## config.mk

```make
export PLATFORM = sky130hd
export DESIGN_NAME = contiguous_block_file_allocator_core_flat
export DESIGN_NICKNAME = d
export VERILOG_FILES = /design/src/cbfa_pkg.sv /design/src/cbfa_req_if.sv /design/src/cbfa_res_if.sv /design/src/cbfa_ctrl.sv /design/src/cbfa_dpath.sv /design/src/contiguous_block_file_allocator_core.sv /design/src/flat_wrapper.sv
export SDC_FILE = /design/constraint.sdc
export NUM_CORES = 2
export LEC_CHECK = 0
export BUFFER_PORTS_ARGS = -buffer_cell sky130_fd_sc_hd__buf_2
export CAP_MARGIN = 20
export CORE_UTILIZATION = 30
export CTS_CLUSTER_DIAMETER = 150
export DETAILED_ROUTE_END_ITERATION = 8
export PLACE_DENSITY = 0.42
export SETUP_SLACK_MARGIN = 0.15
export SLEW_MARGIN = 20
export SYNTH_ARGS = -nofsm -noshare
export SYNTH_HDL_FRONTEND = slang
export SYNTH_SLANG_ARGS = --single-unit
```

## constraint.sdc

```tcl
create_clock -name clk -period 10.1 [get_ports clk]
set_input_delay 1.515 -clock clk [delete_from_list [all_inputs] [get_ports clk]]
set_output_delay 1.515 -clock clk [all_outputs]
set_load 0.1 [all_outputs]
```

## src/cbfa_pkg.sv

```systemverilog
// shared types and constants for the contiguous block file allocator
`timescale 1ns / 1ps

package cbfa_pkg;

  // fixed field widths
  localparam int NAME_FIRST_W  = 64;
  localparam int NAME_MIDDLE_W = 64;
  localparam int NAME_LAST_W   = 32;
  localparam int NAME_W        = NAME_FIRST_W + NAME_MIDDLE_W + NAME_LAST_W;
  localparam int LEN_W         = 4;
  localparam int STATUS_W      = 3;
  localparam int START_W       = 7;
  localparam int FILES_W       = 5;

  // request commands
  localparam logic CMD_CREATE = 1'b0;
  localparam logic CMD_DELETE = 1'b1;

  // result status codes
  typedef enum logic [STATUS_W-1:0] {
    ST_CREATED   = 3'd0,
    ST_FULL      = 3'd1,
    ST_NO_RUN    = 3'd2,
    ST_DELETED   = 3'd3,
    ST_NOT_FOUND = 3'd4,
    ST_TOO_LARGE = 3'd5
  } status_t;

  // datapath operations issued by the controller
  typedef enum logic [3:0] {
    OP_NONE,
    OP_CLEAR,
    OP_LOAD,
    OP_MAP_SCAN,
    OP_MARK,
    OP_APPEND,
    OP_TAB_SCAN,
    OP_FREE,
    OP_SHIFT,
    OP_RESULT
  } dp_op_t;

  // controller to datapath
  typedef struct packed {
    dp_op_t  op;
    status_t res_code;
  } ctl_cmd_t;

  // datapath to controller
  typedef struct packed {
    logic clear_last;
    logic is_delete;
    logic full;
    logic too_large;
    logic len_zero;
    logic map_found;
    logic map_done;
    logic left_last;
    logic tab_hit;
    logic hit_len_zero;
    logic tab_done;
    logic out_free;
  } dp_stat_t;

endpackage

```

## src/cbfa_req_if.sv

```systemverilog
// request channel: command, file name and block count
`timescale 1ns / 1ps

interface cbfa_req_if import cbfa_pkg::*; ();
  logic                     valid;
  logic                     ready;
  logic                     command;
  logic [NAME_FIRST_W-1:0]  name_bytes_first;
  logic [NAME_MIDDLE_W-1:0] name_bytes_middle;
  logic [NAME_LAST_W-1:0]   name_bytes_last;
  logic [LEN_W-1:0]         request_blocks;

  modport source (
    output valid, command, name_bytes_first, name_bytes_middle, name_bytes_last,
           request_blocks,
    input  ready
  );

  modport sink (
    input  valid, command, name_bytes_first, name_bytes_middle, name_bytes_last,
           request_blocks,
    output ready
  );
endinterface

```

## src/cbfa_res_if.sv

```systemverilog
// result channel: status, start block and table fill
`timescale 1ns / 1ps

interface cbfa_res_if import cbfa_pkg::*; ();
  logic                valid;
  logic                ready;
  logic [STATUS_W-1:0] status;
  logic [START_W-1:0]  start_block;
  logic [FILES_W-1:0]  files_held;

  modport source (
    output valid, status, start_block, files_held,
    input  ready
  );

  modport sink (
    input  valid, status, start_block, files_held,
    output ready
  );
endinterface

```

## src/cbfa_ctrl.sv

```systemverilog
// request sequencer for the allocator
`timescale 1ns / 1ps

module cbfa_ctrl import cbfa_pkg::*; (
  input  logic     clk,
  input  logic     rst_n,
  input  logic     in_valid,
  input  dp_stat_t stat,
  output logic     in_ready,
  output ctl_cmd_t cmd
);

  typedef enum logic [3:0] {
    S_CLEAR,
    S_IDLE,
    S_DECIDE,
    S_MAP_SCAN,
    S_MARK,
    S_APPEND,
    S_TAB_SCAN,
    S_FREE,
    S_SHIFT,
    S_RESULT
  } state_t;

  state_t  state_r, state_nxt;
  status_t res_code_r, res_code_nxt;

  // next state and result code
  always_comb begin
    state_nxt    = state_r;
    res_code_nxt = res_code_r;
    unique case (state_r)
      S_CLEAR: begin
        if (stat.clear_last) state_nxt = S_IDLE;
      end
      S_IDLE: begin
        if (in_valid) state_nxt = S_DECIDE;
      end
      S_DECIDE: begin
        priority if (stat.is_delete) begin
          state_nxt = S_TAB_SCAN;
        end else if (stat.full) begin
          res_code_nxt = ST_FULL;
          state_nxt    = S_RESULT;
        end else if (stat.too_large) begin
          res_code_nxt = ST_TOO_LARGE;
          state_nxt    = S_RESULT;
        end else if (stat.len_zero) begin
          state_nxt = S_APPEND;
        end else begin
          state_nxt = S_MAP_SCAN;
        end
      end
      S_MAP_SCAN: begin
        priority if (stat.map_found) begin
          state_nxt = S_MARK;
        end else if (stat.map_done) begin
          res_code_nxt = ST_NO_RUN;
          state_nxt    = S_RESULT;
        end else begin
          state_nxt = S_MAP_SCAN;
        end
      end
      S_MARK: begin
        if (stat.left_last) state_nxt = S_APPEND;
      end
      S_APPEND: begin
        res_code_nxt = ST_CREATED;
        state_nxt    = S_RESULT;
      end
      S_TAB_SCAN: begin
        priority if (stat.tab_hit) begin
          state_nxt = stat.hit_len_zero ? S_SHIFT : S_FREE;
        end else if (stat.tab_done) begin
          res_code_nxt = ST_NOT_FOUND;
          state_nxt    = S_RESULT;
        end else begin
          state_nxt = S_TAB_SCAN;
        end
      end
      S_FREE: begin
        if (stat.left_last) state_nxt = S_SHIFT;
      end
      S_SHIFT: begin
        if (stat.tab_done) begin
          res_code_nxt = ST_DELETED;
          state_nxt    = S_RESULT;
        end
      end
      S_RESULT: begin
        if (stat.out_free) state_nxt = S_IDLE;
      end
      default: state_nxt = S_IDLE;
    endcase
  end

  // state and registered result code
  always_ff @(posedge clk) begin
    if (!rst_n) begin
      state_r    <= S_CLEAR;
      res_code_r <= ST_CREATED;
    end else begin
      state_r    <= state_nxt;
      res_code_r <= res_code_nxt;
    end
  end

  // operation per state
  always_comb begin
    cmd.res_code = res_code_r;
    unique case (state_r)
      S_CLEAR:    cmd.op = OP_CLEAR;
      S_IDLE:     cmd.op = in_valid ? OP_LOAD : OP_NONE;
      S_DECIDE:   cmd.op = OP_NONE;
      S_MAP_SCAN: cmd.op = OP_MAP_SCAN;
      S_MARK:     cmd.op = OP_MARK;
      S_APPEND:   cmd.op = OP_APPEND;
      S_TAB_SCAN: cmd.op = OP_TAB_SCAN;
      S_FREE:     cmd.op = OP_FREE;
      S_SHIFT:    cmd.op = OP_SHIFT;
      S_RESULT:   cmd.op = OP_RESULT;
      default:    cmd.op = OP_NONE;
    endcase
  end

  assign in_ready = (state_r == S_IDLE);

endmodule

```

## src/cbfa_dpath.sv

```systemverilog
// block map, file table, scan counters and result register
`timescale 1ns / 1ps

module cbfa_dpath import cbfa_pkg::*; #(
  parameter int BLOCK_COUNT     = 128,
  parameter int FILE_SLOTS      = 16,
  parameter int MAX_FILE_BLOCKS = 10
) (
  input  logic                     clk,
  input  logic                     rst_n,
  input  ctl_cmd_t                 cmd,
  output dp_stat_t                 stat,
  input  logic                     in_command,
  input  logic [NAME_FIRST_W-1:0]  in_name_first,
  input  logic [NAME_MIDDLE_W-1:0] in_name_middle,
  input  logic [NAME_LAST_W-1:0]   in_name_last,
  input  logic [LEN_W-1:0]         in_request_blocks,
  input  logic                     out_ready,
  output logic                     out_valid,
  output logic [STATUS_W-1:0]      out_status,
  output logic [START_W-1:0]       out_start_block,
  output logic [FILES_W-1:0]       out_files_held
);

  localparam int BW  = $clog2(BLOCK_COUNT);
  localparam int BIW = $clog2(BLOCK_COUNT + 1);
  localparam int SW  = $clog2(FILE_SLOTS);
  localparam int CW  = $clog2(FILE_SLOTS + 1);
  localparam int TW  = NAME_W + BW + LEN_W;

  localparam logic [BIW-1:0]   BLK_END  = BIW'(BLOCK_COUNT);
  localparam logic [BIW-1:0]   BLK_LAST = BIW'(BLOCK_COUNT - 1);
  localparam logic [CW-1:0]    SLOT_END = CW'(FILE_SLOTS);
  localparam logic [LEN_W-1:0] MAX_LEN  = LEN_W'(MAX_FILE_BLOCKS);

  // request and working registers
  logic              cmd_r;
  logic [NAME_W-1:0] name_r;
  logic [LEN_W-1:0]  len_r;
  logic [CW-1:0]     cnt_r;
  logic [BIW-1:0]    blk_idx_r;
  logic [CW-1:0]     slot_idx_r;
  logic [LEN_W-1:0]  run_r;
  logic [LEN_W-1:0]  left_r;
  logic [BW-1:0]     start_r;
  logic [SW-1:0]     wr_slot_r;

  // block map memory and its read stage
  logic              map_mem [BLOCK_COUNT];
  logic              map_q_r;
  logic              map_rd_vld_r;
  logic [BW-1:0]     map_rd_idx_r;

  // file table memory and its read stage
  logic [TW-1:0]     tab_mem [FILE_SLOTS];
  logic [TW-1:0]     tab_q_r;
  logic              tab_rd_vld_r;
  logic [SW-1:0]     tab_rd_idx_r;

  // result register
  logic              out_valid_r;
  status_t           out_status_r;
  logic [START_W-1:0] out_start_r;
  logic [FILES_W-1:0] out_files_r;

  // combinational helpers
  logic              map_issue;
  logic              map_found;
  logic [LEN_W-1:0]  run_inc;
  logic [BIW-1:0]    found_start;
  logic              map_we;
  logic              map_wdata;
  logic              tab_issue;
  logic              tab_hit;
  logic              tab_done;
  logic              tab_we;
  logic [SW-1:0]     tab_waddr;
  logic [TW-1:0]     tab_wdata;
  logic [NAME_W-1:0] q_name;
  logic [BW-1:0]     q_start;
  logic [LEN_W-1:0]  q_len;
  logic              out_free;
  logic              start_shown;
  logic [BW+START_W-1:0] start_ext;
  logic [CW+FILES_W-1:0] files_ext;

  // first-fit run search on the registered map read
  assign map_issue   = (cmd.op == OP_MAP_SCAN) && (blk_idx_r < BLK_END);
  assign run_inc     = run_r + LEN_W'(1);
  assign map_found   = (cmd.op == OP_MAP_SCAN) && map_rd_vld_r && !map_q_r &&
                       (run_inc == len_r);
  assign found_start = BIW'(map_rd_idx_r) + BIW'(1) - BIW'(len_r);

  // map write: clear pass, mark on create, free on delete
  assign map_we    = (cmd.op == OP_CLEAR) || (cmd.op == OP_MARK) || (cmd.op == OP_FREE);
  assign map_wdata = (cmd.op == OP_MARK);

  // table scan by name and compaction after a delete
  assign q_name    = tab_q_r[TW-1 -: NAME_W];
  assign q_start   = tab_q_r[LEN_W +: BW];
  assign q_len     = tab_q_r[LEN_W-1:0];
  assign tab_issue = ((cmd.op == OP_TAB_SCAN) || (cmd.op == OP_SHIFT)) &&
                     (slot_idx_r < cnt_r);
  assign tab_hit   = (cmd.op == OP_TAB_SCAN) && tab_rd_vld_r && (q_name == name_r);
  assign tab_done  = !tab_rd_vld_r && (slot_idx_r == cnt_r);

  // table write: append on create, move down on delete
  always_comb begin
    tab_we    = 1'b0;
    tab_waddr = wr_slot_r;
    tab_wdata = tab_q_r;
    if (cmd.op == OP_APPEND) begin
      tab_we    = 1'b1;
      tab_waddr = cnt_r[SW-1:0];
      tab_wdata = {name_r, start_r, len_r};
    end else if ((cmd.op == OP_SHIFT) && tab_rd_vld_r) begin
      tab_we = 1'b1;
    end
  end

  assign out_free = !out_valid_r || out_ready;

  // status to the controller
  assign stat.clear_last   = (blk_idx_r == BLK_LAST);
  assign stat.is_delete    = (cmd_r == CMD_DELETE);
  assign stat.full         = (cnt_r >= SLOT_END);
  assign stat.too_large    = (len_r > MAX_LEN);
  assign stat.len_zero     = (len_r == '0);
  assign stat.map_found    = map_found;
  assign stat.map_done     = !map_rd_vld_r && (blk_idx_r == BLK_END);
  assign stat.left_last    = (left_r == LEN_W'(1));
  assign stat.tab_hit      = tab_hit;
  assign stat.hit_len_zero = (q_len == '0);
  assign stat.tab_done     = tab_done;
  assign stat.out_free     = out_free;

  // block map memory
  always_ff @(posedge clk) begin
    if (map_we) map_mem[blk_idx_r[BW-1:0]] <= map_wdata;
    if (map_issue) map_q_r <= map_mem[blk_idx_r[BW-1:0]];
  end

  // file table memory
  always_ff @(posedge clk) begin
    if (tab_we) tab_mem[tab_waddr] <= tab_wdata;
    if (tab_issue) tab_q_r <= tab_mem[slot_idx_r[SW-1:0]];
  end

  // control counters and valid flags
  always_ff @(posedge clk) begin
    if (!rst_n) begin
      blk_idx_r    <= '0;
      slot_idx_r   <= '0;
      cnt_r        <= '0;
      map_rd_vld_r <= 1'b0;
      tab_rd_vld_r <= 1'b0;
      out_valid_r  <= 1'b0;
    end else begin
      map_rd_vld_r <= map_issue && !map_found;
      tab_rd_vld_r <= tab_issue && !tab_hit;

      unique case (cmd.op)
        OP_CLEAR, OP_MARK, OP_FREE: blk_idx_r <= blk_idx_r + BIW'(1);
        OP_LOAD: begin
          blk_idx_r  <= '0;
          slot_idx_r <= '0;
        end
        OP_MAP_SCAN: begin
          if (map_found) blk_idx_r <= found_start;
          else if (map_issue) blk_idx_r <= blk_idx_r + BIW'(1);
        end
        OP_TAB_SCAN: begin
          if (tab_hit) begin
            blk_idx_r  <= BIW'(q_start);
            slot_idx_r <= CW'(tab_rd_idx_r) + CW'(1);
          end else if (tab_issue) begin
            slot_idx_r <= slot_idx_r + CW'(1);
          end
        end
        OP_SHIFT: begin
          if (tab_issue) slot_idx_r <= slot_idx_r + CW'(1);
          if (tab_done) cnt_r <= cnt_r - CW'(1);
        end
        OP_APPEND: cnt_r <= cnt_r + CW'(1);
        OP_NONE, OP_RESULT: ;
        default: ;
      endcase

      if ((cmd.op == OP_RESULT) && out_free) out_valid_r <= 1'b1;
      else if (out_ready) out_valid_r <= 1'b0;
    end
  end

  // request payload and scan bookkeeping
  always_ff @(posedge clk) begin
    map_rd_idx_r <= blk_idx_r[BW-1:0];
    tab_rd_idx_r <= slot_idx_r[SW-1:0];
    unique case (cmd.op)
      OP_LOAD: begin
        cmd_r   <= in_command;
        name_r  <= {in_name_first, in_name_middle, in_name_last};
        len_r   <= in_request_blocks;
        start_r <= '0;
        run_r   <= '0;
      end
      OP_MAP_SCAN: begin
        if (map_rd_vld_r) run_r <= map_q_r ? '0 : run_inc;
        if (map_found) begin
          start_r <= found_start[BW-1:0];
          left_r  <= len_r;
        end
      end
      OP_MARK, OP_FREE: left_r <= left_r - LEN_W'(1);
      OP_TAB_SCAN: begin
        if (tab_hit) begin
          start_r   <= q_start;
          left_r    <= q_len;
          wr_slot_r <= tab_rd_idx_r;
        end
      end
      OP_SHIFT: begin
        if (tab_rd_vld_r) wr_slot_r <= wr_slot_r + SW'(1);
      end
      OP_NONE, OP_CLEAR, OP_APPEND, OP_RESULT: ;
      default: ;
    endcase
  end

  // result register load
  assign start_shown = (cmd.res_code == ST_CREATED) || (cmd.res_code == ST_DELETED);
  assign start_ext   = {{START_W{1'b0}}, start_r};
  assign files_ext   = {{FILES_W{1'b0}}, cnt_r};

  always_ff @(posedge clk) begin
    if ((cmd.op == OP_RESULT) && out_free) begin
      out_status_r <= cmd.res_code;
      out_start_r  <= start_shown ? start_ext[START_W-1:0] : '0;
      out_files_r  <= files_ext[FILES_W-1:0];
    end
  end

  assign out_valid       = out_valid_r;
  assign out_status      = out_status_r;
  assign out_start_block = out_start_r;
  assign out_files_held  = out_files_r;

  // table fill never passes the slot count
  a_cnt_bound: assert property (@(posedge clk) disable iff (!rst_n)
    cnt_r <= SLOT_END)
    else $error("file count above slot count");

  // an append only happens with a free slot
  a_append_room: assert property (@(posedge clk) disable iff (!rst_n)
    (cmd.op == OP_APPEND) |-> (cnt_r < SLOT_END))
    else $error("append into a full table");

  // a new result only comes from a result load
  a_out_source: assert property (@(posedge clk) disable iff (!rst_n)
    $rose(out_valid_r) |-> $past(cmd.op == OP_RESULT))
    else $error("result valid without a load");

  // start block only shown for created or deleted files
  a_start_zero: assert property (@(posedge clk) disable iff (!rst_n)
    (out_valid_r && (out_status_r != ST_CREATED) && (out_status_r != ST_DELETED))
      |-> (out_start_r == '0))
    else $error("start block set on a failed request");

endmodule

```

## src/contiguous_block_file_allocator_core.sv

```systemverilog
// top level of the first-fit contiguous block file allocator
//
//   channel  dir  handshake      payload
//   in_ch    in   valid/ready    command, 160-bit name, request_blocks
//   out_ch   out  valid/ready    status, start_block, files_held
//
// a create reads the block map one flag a cycle; a delete searches the table
// and compacts it in one walk. after reset a clearing pass frees every block
// before the first item; a stalled result holds one item while the next is worked on.
`timescale 1ns / 1ps

module contiguous_block_file_allocator_core import cbfa_pkg::*; #(
  parameter int BLOCK_COUNT     = 128,
  parameter int FILE_SLOTS      = 16,
  parameter int MAX_FILE_BLOCKS = 10
) (
  input logic        clk,
  input logic        rst_n,
  cbfa_req_if.sink   in_ch,
  cbfa_res_if.source out_ch
);

  ctl_cmd_t cmd;
  dp_stat_t stat;
  logic     in_ready;

  // request sequencer
  cbfa_ctrl u_ctrl (
    .clk      (clk),
    .rst_n    (rst_n),
    .in_valid (in_ch.valid),
    .stat     (stat),
    .in_ready (in_ready),
    .cmd      (cmd)
  );

  // storage, counters and result register
  cbfa_dpath #(
    .BLOCK_COUNT     (BLOCK_COUNT),
    .FILE_SLOTS      (FILE_SLOTS),
    .MAX_FILE_BLOCKS (MAX_FILE_BLOCKS)
  ) u_dpath (
    .clk               (clk),
    .rst_n             (rst_n),
    .cmd               (cmd),
    .stat              (stat),
    .in_command        (in_ch.command),
    .in_name_first     (in_ch.name_bytes_first),
    .in_name_middle    (in_ch.name_bytes_middle),
    .in_name_last      (in_ch.name_bytes_last),
    .in_request_blocks (in_ch.request_blocks),
    .out_ready         (out_ch.ready),
    .out_valid         (out_ch.valid),
    .out_status        (out_ch.status),
    .out_start_block   (out_ch.start_block),
    .out_files_held    (out_ch.files_held)
  );

  assign in_ch.ready = in_ready;

endmodule
```

## src/flat_wrapper.sv

```systemverilog
// flat-port wrapper written by rule: the top's interface ports become plain ports
module contiguous_block_file_allocator_core_flat import cbfa_pkg::*;
#(
  parameter int BLOCK_COUNT     = 128,
  parameter int FILE_SLOTS      = 16,
  parameter int MAX_FILE_BLOCKS = 10
)
  (clk, rst_n, in_ch_valid, in_ch_command, in_ch_name_bytes_first, in_ch_name_bytes_middle, in_ch_name_bytes_last, in_ch_request_blocks, in_ch_ready, out_ch_valid, out_ch_status, out_ch_start_block, out_ch_files_held, out_ch_ready);
  cbfa_req_if in_ch_i ();
  cbfa_res_if out_ch_i ();
  input logic clk;
  input logic rst_n;
  input wire logic [$bits(in_ch_i.valid)-1:0] in_ch_valid;
  input wire logic [$bits(in_ch_i.command)-1:0] in_ch_command;
  input wire logic [$bits(in_ch_i.name_bytes_first)-1:0] in_ch_name_bytes_first;
  input wire logic [$bits(in_ch_i.name_bytes_middle)-1:0] in_ch_name_bytes_middle;
  input wire logic [$bits(in_ch_i.name_bytes_last)-1:0] in_ch_name_bytes_last;
  input wire logic [$bits(in_ch_i.request_blocks)-1:0] in_ch_request_blocks;
  output wire logic [$bits(in_ch_i.ready)-1:0] in_ch_ready;
  output wire logic [$bits(out_ch_i.valid)-1:0] out_ch_valid;
  output wire logic [$bits(out_ch_i.status)-1:0] out_ch_status;
  output wire logic [$bits(out_ch_i.start_block)-1:0] out_ch_start_block;
  output wire logic [$bits(out_ch_i.files_held)-1:0] out_ch_files_held;
  input wire logic [$bits(out_ch_i.ready)-1:0] out_ch_ready;
  assign in_ch_i.valid = in_ch_valid;
  assign in_ch_i.command = in_ch_command;
  assign in_ch_i.name_bytes_first = in_ch_name_bytes_first;
  assign in_ch_i.name_bytes_middle = in_ch_name_bytes_middle;
  assign in_ch_i.name_bytes_last = in_ch_name_bytes_last;
  assign in_ch_i.request_blocks = in_ch_request_blocks;
  assign in_ch_ready = in_ch_i.ready;
  assign out_ch_valid = out_ch_i.valid;
  assign out_ch_status = out_ch_i.status;
  assign out_ch_start_block = out_ch_i.start_block;
  assign out_ch_files_held = out_ch_i.files_held;
  assign out_ch_i.ready = out_ch_ready;
  contiguous_block_file_allocator_core #(.BLOCK_COUNT(BLOCK_COUNT), .FILE_SLOTS(FILE_SLOTS), .MAX_FILE_BLOCKS(MAX_FILE_BLOCKS)) u_core (.clk(clk), .rst_n(rst_n), .in_ch(in_ch_i), .out_ch(out_ch_i));
endmodule
```

==> impl_results.md <==
* Status: completed
* Comb power frac at 0.005
* Total number of vias at 60814
* Cell Area, Synth at 126000 µm²
* Worst hold slack at 0.494 ns
* Max-Slew Margin vs Limit at 0.247
* Gr ovfl total at 0
* Vias in the first global route at 63773
* CTS Buffer Depth at 4
* Die area at 423000 µm²
* CTS tree: yes
* Pwr dens at 192 nW/µm²
* Final worst-path cycle share at 0.558
* Total met3 wirelength after detailed routing at 15900 µm
* CP Cell Sequence: and4bb_1 -> buf_4 -> nand4_1 -> nor4_1 -> nand4_1 -> or4_1 -> nor2_4 -> nor2_1 -> nor4_1
* Top_reg_cell synth: edfxtp_1
* FMAX at 0.177 GHz
* Clk sink count at 3274
* GRT Total Usage at 0.178
* Cts hold-fix bufs at 0
* Via density at 5.04
* Least-Margin Pin Slew at 1.13 ns
* Share of cells above drive strength 1 at 0.268
* Worst-path fanout max at 24
* Total CTS buffers at 368
* FF+latch area at 97900 µm²
* Unique masters post-synth at 72
* Setup TNS Final at 0 ns
* Mapped Cells at 5846
* Leak pwr at 44.5 nW
* Yosys warns at 0
* Final Net Count at 6469
* Placed cell areas at 135000 µm²
* VDD IR-drop max at 134 µV
* Post-synth net total at 6043
* Critical path class: register to register
* I/O Buffers at 185
* Synthesized flop and latch total at 3274
* Final wirelength at 382000 µm
* Max cap viols at 0
* Sequential element share of the synthesized area at 0.776
* Area grow syn2layout at 16.2%
* Max-slew violation count at 0
* Fraction of registers with async set/reset at 0
* Placed wire-length estimate at 210000 µm
* Finished Cell Area at 147000 µm²
* Area occupied by multi-input gates at 27200 µm²
* Placer Congestion at 0.776
* RSZ-0062 raised after global routing: false
* Clk Latency, worst-skew pair at 0.97 ns
* Clock power frac at 0.471
* Die X-Extent at 650 µm
* WL/cell at 31.6 µm
* Pin count of the biggest net entering global routing at 129
* Die Height at 650 µm
* Switching power at 5.62 mW
* Critical Path Sink Type: register
* Drt first pass iters at 5
* Top cells by area, synth: edfxtp_1, mux4_2, nand2_1, clkbuf_1, xnor2_1
* Fin. Hold Viols at 0
* Filler Cell Count at 38692
* Worst Path Required at 10.61 ns
* DR iter-0 viols at 5946
* DRT met1 WL at 167000 µm
* Slowest stage delay, CP at 0.92 ns
* Clock Skew at 0.0839 ns
* Worst path arrival time at 6.15 ns
* First-pass GRT wire length at 529000 µm
* Initial Utilization at 0.302
* Top cell type's share of synthesized area at 0.770
* Met2 Wirelength at 190000 µm
* Critical path's top delay family: simple AND/OR/NAND/NOR gates
* Crit path buffers/inverters at 1
* Postcts setup bufs at 0
* Reg clk slew, reported paths at 0.06 ns
* DRC viols at 0
* Mapped Avg Cell Area at 21.6 µm²
* I/O pins at 186
* Worst min path class: register to register
* Core Region at 418000 µm²
* Switching part of the total power at 0.200
* Number of H-tree levels at 5
* Critical-path top delay cell: or4_1
* Critical Path Start Type: register
* Synth area leader: edfxtp_1
* Clock root cell: clkbuf_16
* Initial antenna violation count at 40
* Power Internal at 22.5 mW
* Clock period minus worst slack at 5.64 ns
* FP Rows at 237
* PostCTS Resize Cnt at 0
* Seq pwr share at 0.524
* Top layer used by detailed routing: met5
* Final setup viols at 0
* EDFF count, synth at 3235
* Antenna viol nets, final at 0
cells in the mapped netlist (10+ instances only):
library cell	instances
edfxtp_1	3235
mux4_2	856
nand2_1	484
clkbuf_1	234
nor2_1	183
xnor2_1	91
o21ai_0	75
inv_1	65
a22oi_1	51
buf_1	47
nand4_1	47
nor2b_1	42
dfxtp_1	39
xor2_1	39
a21oi_1	37
nand2b_1	37
ha_1	26
nor4_1	24
nand3_1	20
nor3_1	18
a22o_1	17
a221oi_1	15
o22ai_1	15
a21o_1	12
a2111oi_0	10
flip-flops by register name (all words and copies together), names as in the netlist, 5 cells and up:
name                            count
u_core.u_dpath.tab_q_r            171
u_core.u_dpath.out_start_block      7
u_core.u_dpath.start_r              7
u_core.u_dpath.out_files_held       5
u_core.u_dpath.blk_idx_r            8
u_core.u_dpath.map_mem            128
u_core.u_dpath.cnt_r                5
u_core.u_dpath.map_rd_idx_r         7
u_core.u_dpath.slot_idx_r           5
u_core.u_dpath.name_r             160
u_core.u_dpath.tab_mem           2736
cell usage in the layout (no fill, tap or decap), types with 39 or more instances in the layout:
cell type	n
xnor2_1	86
clkinv_1	75
edfxtp_1	3235
nor2b_1	42
nand2_1	484
buf_2	185
a22oi_1	51
mux4_2	856
buf_4	127
o21ai_0	64
clkinv_2	59
clkbuf_16	375
clkbuf_1	90
nor2_1	164
nand4_1	47
inv_1	64
xor2_1	39
logic make-up (layout without fill, tap and decap cells):
| family | after synthesis | after routing | share of synthesized area |
|---|---|---|---|
| flops | 3274 | 3274 | 0.776 |
| buf+inv | 353 | 1071 | 0.0107 |
| mux | 866 | 866 | 0.154 |
| xor+xnor | 130 | 130 | 0.00903 |
| compound gates | 296 | 296 | 0.0162 |
| simple gates | 899 | 899 | 0.0314 |
| fa+ha+maj | 28 | 28 | 0.00290 |
| other cells | 0 | 15 | 0 |
final timing paths:
check	start	end	slack, ns	cells past startpoint
worst min register to register	u_core.u_ctrl.res_code_r[2]$_SDFFE_PN0P_	u_core.u_dpath.out_status[2]$_DFFE_PP_	0.49	0
worst min-delay path	u_core.u_ctrl.res_code_r[2]$_SDFFE_PN0P_	u_core.u_dpath.out_status[2]$_DFFE_PP_	0.49	0
worst max-delay path	u_core.u_ctrl.state_r[2]$_SDFFE_PN0P_	u_core.u_dpath.left_r[0]$_DFFE_PP_	4.46	9
worst max register to register	u_core.u_ctrl.state_r[2]$_SDFFE_PN0P_	u_core.u_dpath.left_r[0]$_DFFE_PP_	4.46	9
stage by stage:
stage                     instances   util  total power, mW  setup WS, ns
final                         12076  0.351             28.1          4.46
after global routing          12072  0.351             28.9          4.45
after CTS                     12061  0.351             28.4          4.58
after detailed placement      11399  0.323             15.2          4.60
after global placement        11398  0.323             15.2          4.67
after floorplan                5846      -             15.0         0.557
area by class of cell:
class	count	share of cell area
diodes	15	0.000256
flip-flops and latches	3274	0.668
clock buffers	469	0.0667
multi-input cells	2219	0.185
clock inverters	193	0.0137
repair buffers	344	0.0171
well taps	5497	0.0469
inverters	65	0.00172
routing by layer:
metal	GRT usage	vias up
met2	0.303	1563
met4	0.0417	6
met3	0.0217	446
met1	0.242	33646
met5	0	-
li1	-	25153
power by group through the flow:
stage               registers [mW]  logic [mW]  clock network (mW)
floorplan                     15.0      0.0446                   0
global placement              15.0       0.163                   0
detailed placement            15.0       0.163                   0
CTS                           14.7       0.164                13.6
global route                  14.7       0.163                14.0
finish                        14.7       0.153                13.2
(Power assumes the default switching activity.)
